--- src/design/assert_macros.svh ---
// Assertion macros used by the top-level design file.
// Clocked on i_clk; the reset-qualified form is disabled while i_rst_n is low.
`ifndef ASSERT_MACROS_SVH
`define ASSERT_MACROS_SVH

// Checked only while the block is out of reset.
`define ASSERT_CLK(lbl, prop, msg) \
    lbl: assert property (@(posedge i_clk) disable iff (!i_rst_n) prop) else $error(msg);

// Checked at every edge, reset included.
`define ASSERT_ALWAYS(lbl, prop, msg) \
    lbl: assert property (@(posedge i_clk) prop) else $error(msg);

`endif

--- src/design/bpeg_pkg.sv ---
// Package for the button press event generator: widths, event codes, command
// and event structs. No dependencies.
`timescale 1ns / 1ps

package bpeg_pkg;

    localparam int NUM_BUTTONS = 7;
    localparam int BTN_IDX_W   = $clog2(NUM_BUTTONS);
    localparam int CODE_W      = 16;
    localparam int DELTA_W     = 16;
    localparam int AMT_W       = 8;
    localparam int TICKS_W     = 16;
    localparam logic [TICKS_W-1:0] LONG_TICKS_RST = 16'd500;
    localparam logic signed [AMT_W-1:0] AMT_MAX = 8'sd64;
    localparam logic signed [AMT_W-1:0] AMT_MIN = -8'sd64;

    // Command queue depth; a power of two so the pointers wrap by themselves.
    localparam int QDEPTH = 2;
    localparam int QPTR_W = $clog2(QDEPTH);
    localparam int QCNT_W = $clog2(QDEPTH + 1);

    typedef enum logic [2:0] {
        KIND_DOWN         = 3'd0,
        KIND_PRESS        = 3'd1,
        KIND_LONG_PRESS   = 3'd2,
        KIND_LONG_RELEASE = 3'd3,
        KIND_ENCODER      = 3'd4
    } t_kind;

    typedef struct packed {
        logic                    is_enc;
        logic [NUM_BUTTONS-1:0]  levels;
        logic [CODE_W-1:0]       code;
        logic signed [AMT_W-1:0] amount;
    } t_cmd;

    typedef struct packed {
        logic valid;
        t_cmd cmd;
    } t_push;

    typedef struct packed {
        logic valid;
        t_cmd cmd;
    } t_head;

    typedef struct packed {
        logic full;
        logic empty;
    } t_q_status;

    typedef struct packed {
        t_kind                   kind;
        logic [CODE_W-1:0]       code;
        logic signed [AMT_W-1:0] amount;
        logic [NUM_BUTTONS-1:0]  held;
        logic                    last;
    } t_event;

endpackage

--- src/design/bpeg_front.sv ---
// Front end: takes input transfers, clamps encoder deltas and drops empty turns.
// Depends on bpeg_pkg.
`timescale 1ns / 1ps

module bpeg_front (
    input  logic                                i_req_type,
    input  logic [bpeg_pkg::NUM_BUTTONS-1:0]    i_button_levels,
    input  logic [bpeg_pkg::CODE_W-1:0]         i_encoder_control,
    input  logic signed [bpeg_pkg::DELTA_W-1:0] i_encoder_delta,
    input  logic                                i_accept,
    output bpeg_pkg::t_push                     o_push
);

    logic signed [bpeg_pkg::AMT_W-1:0] clamped;

    always_comb begin
        if (i_encoder_delta > 16'sd64) begin
            clamped = bpeg_pkg::AMT_MAX;
        end else if (i_encoder_delta < -16'sd64) begin
            clamped = bpeg_pkg::AMT_MIN;
        end else begin
            clamped = i_encoder_delta[bpeg_pkg::AMT_W-1:0];
        end
    end

    always_comb begin
        o_push.cmd.is_enc = i_req_type;
        o_push.cmd.levels = i_button_levels;
        o_push.cmd.code   = i_encoder_control;
        o_push.cmd.amount = clamped;
        // A turn of zero detents produces nothing, so it never reaches the queue.
        o_push.valid      = i_accept && !(i_req_type && (i_encoder_delta == '0));
    end

endmodule

--- src/design/bpeg_queue.sv ---
// Short command queue between the front end and the event engine.
// Depends on bpeg_pkg.
`timescale 1ns / 1ps

module bpeg_queue (
    input  logic                i_clk,
    input  logic                i_rst_n,
    input  bpeg_pkg::t_push     i_push,
    input  logic                i_pop,
    output bpeg_pkg::t_head     o_head,
    output bpeg_pkg::t_q_status o_status
);

    bpeg_pkg::t_cmd                  r_mem [bpeg_pkg::QDEPTH];
    logic [bpeg_pkg::QPTR_W-1:0]     r_wr_ptr, n_wr_ptr;
    logic [bpeg_pkg::QPTR_W-1:0]     r_rd_ptr, n_rd_ptr;
    logic [bpeg_pkg::QCNT_W-1:0]     r_count, n_count;
    logic                            do_push;
    logic                            do_pop;

    always_comb begin
        do_push  = i_push.valid && (r_count != bpeg_pkg::QCNT_W'(bpeg_pkg::QDEPTH));
        do_pop   = i_pop && (r_count != '0);
        n_wr_ptr = do_push ? r_wr_ptr + 1'b1 : r_wr_ptr;
        n_rd_ptr = do_pop ? r_rd_ptr + 1'b1 : r_rd_ptr;
        n_count  = r_count;
        if (do_push && !do_pop) begin
            n_count = r_count + 1'b1;
        end else if (!do_push && do_pop) begin
            n_count = r_count - 1'b1;
        end
    end

    always_ff @(posedge i_clk) begin
        if (!i_rst_n) begin
            r_wr_ptr <= '0;
            r_rd_ptr <= '0;
            r_count  <= '0;
        end else begin
            r_wr_ptr <= n_wr_ptr;
            r_rd_ptr <= n_rd_ptr;
            r_count  <= n_count;
        end
    end

    always_ff @(posedge i_clk) begin
        if (do_push) begin
            r_mem[r_wr_ptr] <= i_push.cmd;
        end
    end

    always_comb begin
        o_head.valid    = (r_count != '0);
        o_head.cmd      = r_mem[r_rd_ptr];
        o_status.full   = (r_count == bpeg_pkg::QCNT_W'(bpeg_pkg::QDEPTH));
        o_status.empty  = (r_count == '0);
    end

endmodule

--- src/design/bpeg_back.sv ---
// Event engine: holds button state, turns queued commands into events and drains them one
// per cycle into the output register unless the output stalls. Depends on bpeg_pkg.
`timescale 1ns / 1ps

module bpeg_back (
    input  logic                               i_clk,
    input  logic                               i_rst_n,
    input  logic [bpeg_pkg::TICKS_W-1:0]       i_long_ticks,
    input  bpeg_pkg::t_head                    i_head,
    output logic                               o_pop,
    input  logic                               i_out_stall,
    output logic                               o_out_valid,
    output bpeg_pkg::t_event                   o_event
);

    function automatic logic [bpeg_pkg::TICKS_W-1:0] sat_inc(
        input logic [bpeg_pkg::TICKS_W-1:0] v
    );
        sat_inc = (v == '1) ? v : v + 1'b1;
    endfunction

    // Button state.
    logic [bpeg_pkg::NUM_BUTTONS-1:0] r_held;
    logic [bpeg_pkg::TICKS_W-1:0]     r_elapsed [bpeg_pkg::NUM_BUTTONS];
    logic [bpeg_pkg::TICKS_W-1:0]     n_elapsed [bpeg_pkg::NUM_BUTTONS];

    // Events of the command in progress.
    logic [bpeg_pkg::NUM_BUTTONS-1:0] r_pend, n_pend;
    logic                             r_enc_pend, n_enc_pend;
    bpeg_pkg::t_kind                  r_kinds [bpeg_pkg::NUM_BUTTONS];
    bpeg_pkg::t_kind                  ev_kind [bpeg_pkg::NUM_BUTTONS];
    logic [bpeg_pkg::NUM_BUTTONS-1:0] ev_mask;
    logic [bpeg_pkg::NUM_BUTTONS-1:0] r_lvl;
    logic [bpeg_pkg::CODE_W-1:0]      r_enc_code;
    logic signed [bpeg_pkg::AMT_W-1:0] r_enc_amt;

    // Output register.
    logic                             r_out_valid;
    bpeg_pkg::t_event                 r_out, n_out;

    logic [bpeg_pkg::NUM_BUTTONS-1:0] sel_oh;
    logic [bpeg_pkg::BTN_IDX_W-1:0]   sel_idx;
    logic                             found;
    logic                             out_free;
    logic                             emit_fire;
    logic [bpeg_pkg::NUM_BUTTONS-1:0] pend_rest;
    logic                             pop;
    logic [bpeg_pkg::NUM_BUTTONS-1:0] lv;
    logic [bpeg_pkg::TICKS_W-1:0]     inc;

    // Per-button classification against the latched state.
    always_comb begin
        lv = i_head.cmd.levels;
        for (int i = 0; i < bpeg_pkg::NUM_BUTTONS; i++) begin
            inc          = sat_inc(r_elapsed[i]);
            ev_mask[i]   = 1'b0;
            ev_kind[i]   = bpeg_pkg::KIND_DOWN;
            n_elapsed[i] = r_elapsed[i];
            if (lv[i] && !r_held[i]) begin
                ev_mask[i]   = 1'b1;
                n_elapsed[i] = '0;
            end else if (!lv[i] && r_held[i]) begin
                ev_mask[i]   = 1'b1;
                ev_kind[i]   = (inc < i_long_ticks) ? bpeg_pkg::KIND_PRESS
                                                    : bpeg_pkg::KIND_LONG_RELEASE;
                n_elapsed[i] = '0;
            end else if (lv[i]) begin
                n_elapsed[i] = inc;
                if (inc == i_long_ticks) begin
                    ev_mask[i] = 1'b1;
                    ev_kind[i] = bpeg_pkg::KIND_LONG_PRESS;
                end
            end
        end
    end

    // Lowest pending button goes out first.
    always_comb begin
        sel_oh  = '0;
        sel_idx = '0;
        found   = 1'b0;
        for (int i = 0; i < bpeg_pkg::NUM_BUTTONS; i++) begin
            if (r_pend[i] && !found) begin
                found     = 1'b1;
                sel_idx   = bpeg_pkg::BTN_IDX_W'(i);
                sel_oh[i] = 1'b1;
            end
        end
    end

    always_comb begin
        out_free  = !r_out_valid || !i_out_stall;
        emit_fire = (r_enc_pend || found) && out_free;
        pend_rest = r_pend & ~sel_oh;

        n_pend     = r_pend;
        n_enc_pend = r_enc_pend;
        n_out      = r_out;
        if (emit_fire) begin
            if (r_enc_pend) begin
                n_enc_pend   = 1'b0;
                n_out.kind   = bpeg_pkg::KIND_ENCODER;
                n_out.code   = r_enc_code;
                n_out.amount = r_enc_amt;
                n_out.held   = r_lvl;
                n_out.last   = 1'b1;
            end else begin
                n_pend       = pend_rest;
                n_out.kind   = r_kinds[sel_idx];
                n_out.code   = bpeg_pkg::CODE_W'(sel_oh);
                n_out.amount = '0;
                n_out.held   = r_lvl;
                n_out.last   = (pend_rest == '0);
            end
        end
        // The next command is taken as soon as nothing is left to drain.
        pop = i_head.valid && (n_pend == '0) && !n_enc_pend;
        if (pop) begin
            if (i_head.cmd.is_enc) begin
                n_enc_pend = 1'b1;
            end else begin
                n_pend = ev_mask;
            end
        end
    end

    always_ff @(posedge i_clk) begin
        if (!i_rst_n) begin
            r_held      <= '0;
            r_pend      <= '0;
            r_enc_pend  <= 1'b0;
            r_out_valid <= 1'b0;
            for (int i = 0; i < bpeg_pkg::NUM_BUTTONS; i++) begin
                r_elapsed[i] <= '0;
            end
        end else begin
            r_pend     <= n_pend;
            r_enc_pend <= n_enc_pend;
            if (emit_fire) begin
                r_out_valid <= 1'b1;
            end else if (out_free) begin
                r_out_valid <= 1'b0;
            end
            if (pop && !i_head.cmd.is_enc) begin
                r_held <= lv;
                for (int i = 0; i < bpeg_pkg::NUM_BUTTONS; i++) begin
                    r_elapsed[i] <= n_elapsed[i];
                end
            end
        end
    end

    always_ff @(posedge i_clk) begin
        r_out <= n_out;
        if (pop) begin
            r_enc_code <= i_head.cmd.code;
            r_enc_amt  <= i_head.cmd.amount;
            r_lvl      <= i_head.cmd.is_enc ? r_held : lv;
            for (int i = 0; i < bpeg_pkg::NUM_BUTTONS; i++) begin
                r_kinds[i] <= ev_kind[i];
            end
        end
    end

    assign o_pop       = pop;
    assign o_out_valid = r_out_valid;
    assign o_event     = r_out;

endmodule

--- src/design/button_press_event_generator.sv ---
// Top level of the button press event generator: configuration register,
// front end, command queue and event engine. Depends on bpeg_pkg, bpeg_front,
// bpeg_queue, bpeg_back and assert_macros.svh.
//
//   channel   direction  handshake                 payload
//   input     in         i_in_valid / o_in_stall   req_type, levels, encoder ctl/delta
//   output    out        o_out_valid / i_out_stall kind, code, amount, held mask, last
//   config    in         i_cfg_we                  i_cfg_wdata (long_press_ticks)
//
// A tick transfer yields at most seven events and an encoder transfer one; the
// engine drains one event per cycle into the output register while the output is not
// stalled, and takes the next command in the cycle of its last.
// A two-entry command queue lets the input side keep accepting while events drain.
// Reset is synchronous and active low and clears button state; the threshold
// returns to 500. An output stall holds the event; the input stalls only when
// the queue is full.
`timescale 1ns / 1ps
`include "assert_macros.svh"

module button_press_event_generator (
    input  logic                                i_clk,
    input  logic                                i_rst_n,
    // Configuration.
    input  logic                                i_cfg_we,
    input  logic [bpeg_pkg::TICKS_W-1:0]        i_cfg_wdata,
    // Input channel.
    input  logic                                i_in_valid,
    output logic                                o_in_stall,
    input  logic                                i_req_type,
    input  logic [bpeg_pkg::NUM_BUTTONS-1:0]    i_button_levels,
    input  logic [bpeg_pkg::CODE_W-1:0]         i_encoder_control,
    input  logic signed [bpeg_pkg::DELTA_W-1:0] i_encoder_delta,
    // Output channel.
    output logic                                o_out_valid,
    input  logic                                i_out_stall,
    output logic [2:0]                          o_event_kind,
    output logic [bpeg_pkg::CODE_W-1:0]         o_control_code,
    output logic signed [bpeg_pkg::AMT_W-1:0]   o_turn_amount,
    output logic [bpeg_pkg::NUM_BUTTONS-1:0]    o_held_mask,
    output logic                                o_last
);

    // Long-press threshold. Written only while the block is idle: a user rule, unchecked.
    logic [bpeg_pkg::TICKS_W-1:0] r_long_ticks;

    bpeg_pkg::t_push     push;
    bpeg_pkg::t_head     head;
    bpeg_pkg::t_q_status q_status;
    bpeg_pkg::t_event    evt;
    logic                pop;
    logic                in_accept;

    always_ff @(posedge i_clk) begin
        if (!i_rst_n) begin
            r_long_ticks <= bpeg_pkg::LONG_TICKS_RST;
        end else if (i_cfg_we) begin
            r_long_ticks <= i_cfg_wdata;
        end
    end

    // A transfer is taken whenever the queue has room.
    assign o_in_stall = q_status.full;
    assign in_accept  = i_in_valid && !q_status.full;

    bpeg_front u_front (
        .i_req_type        (i_req_type),
        .i_button_levels   (i_button_levels),
        .i_encoder_control (i_encoder_control),
        .i_encoder_delta   (i_encoder_delta),
        .i_accept          (in_accept),
        .o_push            (push)
    );

    bpeg_queue u_queue (
        .i_clk    (i_clk),
        .i_rst_n  (i_rst_n),
        .i_push   (push),
        .i_pop    (pop),
        .o_head   (head),
        .o_status (q_status)
    );

    bpeg_back u_back (
        .i_clk        (i_clk),
        .i_rst_n      (i_rst_n),
        .i_long_ticks (r_long_ticks),
        .i_head       (head),
        .o_pop        (pop),
        .i_out_stall  (i_out_stall),
        .o_out_valid  (o_out_valid),
        .o_event      (evt)
    );

    assign o_event_kind   = evt.kind;
    assign o_control_code = evt.code;
    assign o_turn_amount  = evt.amount;
    assign o_held_mask    = evt.held;
    assign o_last         = evt.last;

    // An encoder event is always the only event of its transfer.
    `ASSERT_CLK(a_enc_last, (o_out_valid && (o_event_kind == bpeg_pkg::KIND_ENCODER)) |-> o_last, "encoder event without last")
    // Button events name exactly one button and carry no turn amount.
    `ASSERT_CLK(a_btn_onehot, (o_out_valid && (o_event_kind != bpeg_pkg::KIND_ENCODER)) |-> ($onehot(o_control_code) && (o_turn_amount == '0)), "malformed button event")
    // Encoder amounts stay inside the clamp range.
    `ASSERT_CLK(a_amt_range, (o_out_valid && (o_event_kind == bpeg_pkg::KIND_ENCODER)) |-> ((o_turn_amount <= bpeg_pkg::AMT_MAX) && (o_turn_amount >= bpeg_pkg::AMT_MIN) && (o_turn_amount != '0)), "encoder amount out of range")
    // Reset leaves the output empty and the input open.
    `ASSERT_ALWAYS(a_reset_idle, !i_rst_n |=> (!o_out_valid && !o_in_stall), "not idle after reset")

endmodule

--- config.mk ---
export PLATFORM = sky130hd
export DESIGN_NAME = button_press_event_generator
export DESIGN_NICKNAME = d
export VERILOG_FILES = /design/src/design/bpeg_pkg.sv /design/src/design/bpeg_front.sv /design/src/design/bpeg_queue.sv /design/src/design/bpeg_back.sv /design/src/design/button_press_event_generator.sv
export VERILOG_INCLUDE_DIRS = /design/src /design/src/design
export SDC_FILE = /design/constraint.sdc
export NUM_CORES = 1
export LEC_CHECK = 0
export BUFFER_PORTS_ARGS = -buffer_cell sky130_fd_sc_hd__buf_2
export CAP_MARGIN = 20
export CORE_MARGIN = 4
export CORE_UTILIZATION = 62
export DETAILED_ROUTE_END_ITERATION = 16
export PLACE_DENSITY = 0.87
export SLEW_MARGIN = 25
export SYNTH_ARGS = -nofsm -noshare
export SYNTH_HDL_FRONTEND = slang
export SYNTH_HIERARCHICAL = 1
export SYNTH_SLANG_ARGS = --single-unit
--- constraint.sdc ---
create_clock -name i_clk -period 5.6 [get_ports i_clk]
set_input_delay 1.12 -clock i_clk [delete_from_list [all_inputs] [get_ports i_clk]]
set_output_delay 1.12 -clock i_clk [all_outputs]
set_load 0.02 [all_outputs]
==> summary.txt <==
Run status
  – Run status: finished, final reports clean

GRT
  – Tot GR Track Use: 26.59%
  – First-pass GRT wire length: 62280 µm
  – Largest net degree at the start of global routing: 63
  – Vias in the first global route: 12080
  – Grt ovf: 0
  – Initial antenna violation count: 0

Clock tree
  – Setup bufs post-CTS: 0
  – CTS buffer count: 30
  – Number of H-tree levels: 1
  – Clock transition at path regs: 0.06 ns
  – Hold_buf cts: 0
  – Post-cts gate resize count: 0
  – # clock sinks: 293
  – Root buf cell: clkbuf_16
  – CTS tree: done
  – Worst-skew pair later-pin latency: 0.55 ns
  – CTS max path bufs: 3

STA
  – Final setup TNS: 0 ns
  – Final setup violating endpoints: 0
  – F_max: 283.1 MHz
  – Slew Limit Fails: 0
  – Worst-Margin Slew: 0.9712 ns
  – Tcrit/Tclk final: 63.09%
  – Clock Skew: 0.01275 ns
  – RSZ-0062 raised after global routing: no
  – Worst slew margin: 35.12%
  – Min Tclk post-route: 3.533 ns
  – Final Hold Fails: 0

Drt
  – DR DRC count: 0
  – Drt wl/cell: 20.73 µm
  – DR iter-0 viols: 1423
  – Pre-Repair DR Iteration Count: 9
  – Vias per cell: 6.398
  – Antenna-violating nets left: 0
  – Final WL: 39490 µm
  – Vias: 12190

Placement
  – Placer Congestion: 0.8953
  – Placed cell areas: 0.01742 mm²
  – Placed Instances: 1850
  – Number of port buffers: 97
  – Post-detail-place hpwl: 27700 µm

Critical path
  – WP data arrival: 3.80 ns
  – Setup crit start kind: flop
  – Critical Path Sink Type: flop
  – Crit Path Category: flop to flop
  – CP required: 5.87 ns
  – Crit path max fanout: 8

Die
  – Die Ht: 172.3 µm
  – Ports: 98
  – Initial Util: 63.67%
  – CORE AREA: 0.02628 mm²
  – Site row count: 59
  – Die area: 0.02968 mm²
  – Die X-Extent: 172.3 µm

Hold path
  – Worst Hold Class: flop to flop

Yosys
  – Syn avg cell area: 11.42 µm²
  – Mapped Area: 0.01673 mm²
  – Post-synthesis instance total: 1465
  – Ys Warns: 6
  – Syn nets: 1648

Pwr
  – Switch Pwr: 2849 µW
  – Share of power burned in registers: 44.3%
  – Pwr Density: 444.0 mW/mm²
  – Combinational Power Share: 31.7%
  – Sw frac: 34.91%
  – Clock Power Share: 24.0%
  – Int Pwr: 5310 µW
  – Leak pwr: 0.007149 µW
  – Maximum vdd ir drop: 303.0 µV

Cells and area
  – Post-route cell area: 0.01837 mm²
  – Share of post-route cells with drive strength above 1: 14.98%
  – Area delta synth->final: 9.803%
  – Fin cells: 1905
  – Final net count: 1730

Flow run
  – Maxcap violations: 0
layer usage:
| metal | GRT usage (%) | routed length [µm] | share of wire [%] | vias to the layer above |
|---|---|---|---|---|
| met1 | 34.34 | 15370 | 39 | 5790 |
| met2 | 44.04 | 19070 | 48 | 597 |
| met3 | 4.001 | 3047 | 7.7 | 113 |
| li1 | - | - | - | 5689 |
| met5 | 0 | 0 | 0 | - |
| met4 | 13.29 | 2000 | 5.1 | 0 |
flip-flops by register name (all words and copies together), names as in the netlist, named ones only:
name	count
u_back/r_elapsed	112
u_queue/r_mem	64
u_back/o_event	35
r_long_ticks	16
u_back/r_enc_code	16
u_back/r_kinds	14
u_back/r_enc_amt	8
u_back/r_held	7
u_back/r_lvl	7
u_back/r_pend	7
u_queue/r_count	2
u_back/o_out_valid	1
u_back/r_enc_pend	1
u_queue/r_rd_ptr	1
u_queue/r_wr_ptr	1
through the flow:
stage | setup WS [ns] | hold WS (ns) | util, % | total power, µW
2_1_floorplan | 0.9974 | 0.4003 | - | 5322
3_3_place_gp | 1.786 | 0.4012 | 66.27 | 6000
6_report | 2.067 | 0.4137 | 69.92 | 8159
4_1_cts | 2.155 | 0.4164 | 69.91 | 8158
5_1_grt | 1.782 | 0.4294 | 69.91 | 8576
3_5_place_dp | 1.647 | 0.4181 | 66.27 | 6154
area by class of cell:
cell class | count | area [µm²]
timing repair buffer | 114 | 613.1
clock buffer | 38 | 802.0
inverter | 35 | 131.4
fill | 1786 | 7906
tap | 335 | 419.2
clock inverter | 16 | 153.9
antenna | 1 | 2.502
sequential | 293 | 8428
multi-input combinational | 1073 | 7824
critical path, stage by stage (launching register included):
cell and delay (ns):
edfxtp_1 0.41, ha_1 0.21, nand2_1 0.16, nor4b_2 0.69, a21boi_0 0.27, a21oi_1 0.25, ha_1 0.28, nand4_1 0.17
nor3_1 0.09, a21boi_0 0.14, o41ai_1 0.45, nand2_1 0.13
path summary, 6_finish.rpt:
check / start / to / slack, ns / cells after the start
min: u_back/r_lvl[5] / u_back/o_event[6] / 0.41 / 0
max: u_back/r_elapsed[4][0] / u_back/r_kinds[4][1] / 2.07 / 11
min reg2reg: u_back/r_lvl[5] / u_back/o_event[6] / 0.41 / 0
max reg2reg: u_back/r_elapsed[4][0] / u_back/r_kinds[4][1] / 2.07 / 11
placed cells by master, fill, tap and decap left out, types with 14 or more instances in the layout:
master / n
inv_1: 34
xnor2_1: 40
a211oi_1: 35
buf_4: 17
xor2_1: 38
nand3_1: 78
nor3_1: 28
a21boi_0: 14
a21oi_1: 68
nand2_1: 106
mux2_2: 62
edfxtp_1: 256
ha_1: 122
and3_1: 26
nor2_1: 52
a21o_1: 21
nor2b_1: 103
o211ai_1: 14
clkbuf_16: 31
o21ai_0: 24
and2_1: 27
and4_1: 30
mux2i_1: 29
nand4_1: 43
buf_2: 97
dfxtp_1: 37
power groups by stage:
stage,Sequential [µW],Clock [µW],Combinational [µW]
after floorplan,3710,0,1620
after global placement,3590,0,2410
after detailed placement,3640,0,2520
after CTS,3600,1990,2570
after global routing,3680,2090,2810
final,3610,1960,2590
Note: power is estimated with default switching activity, not from simulation.
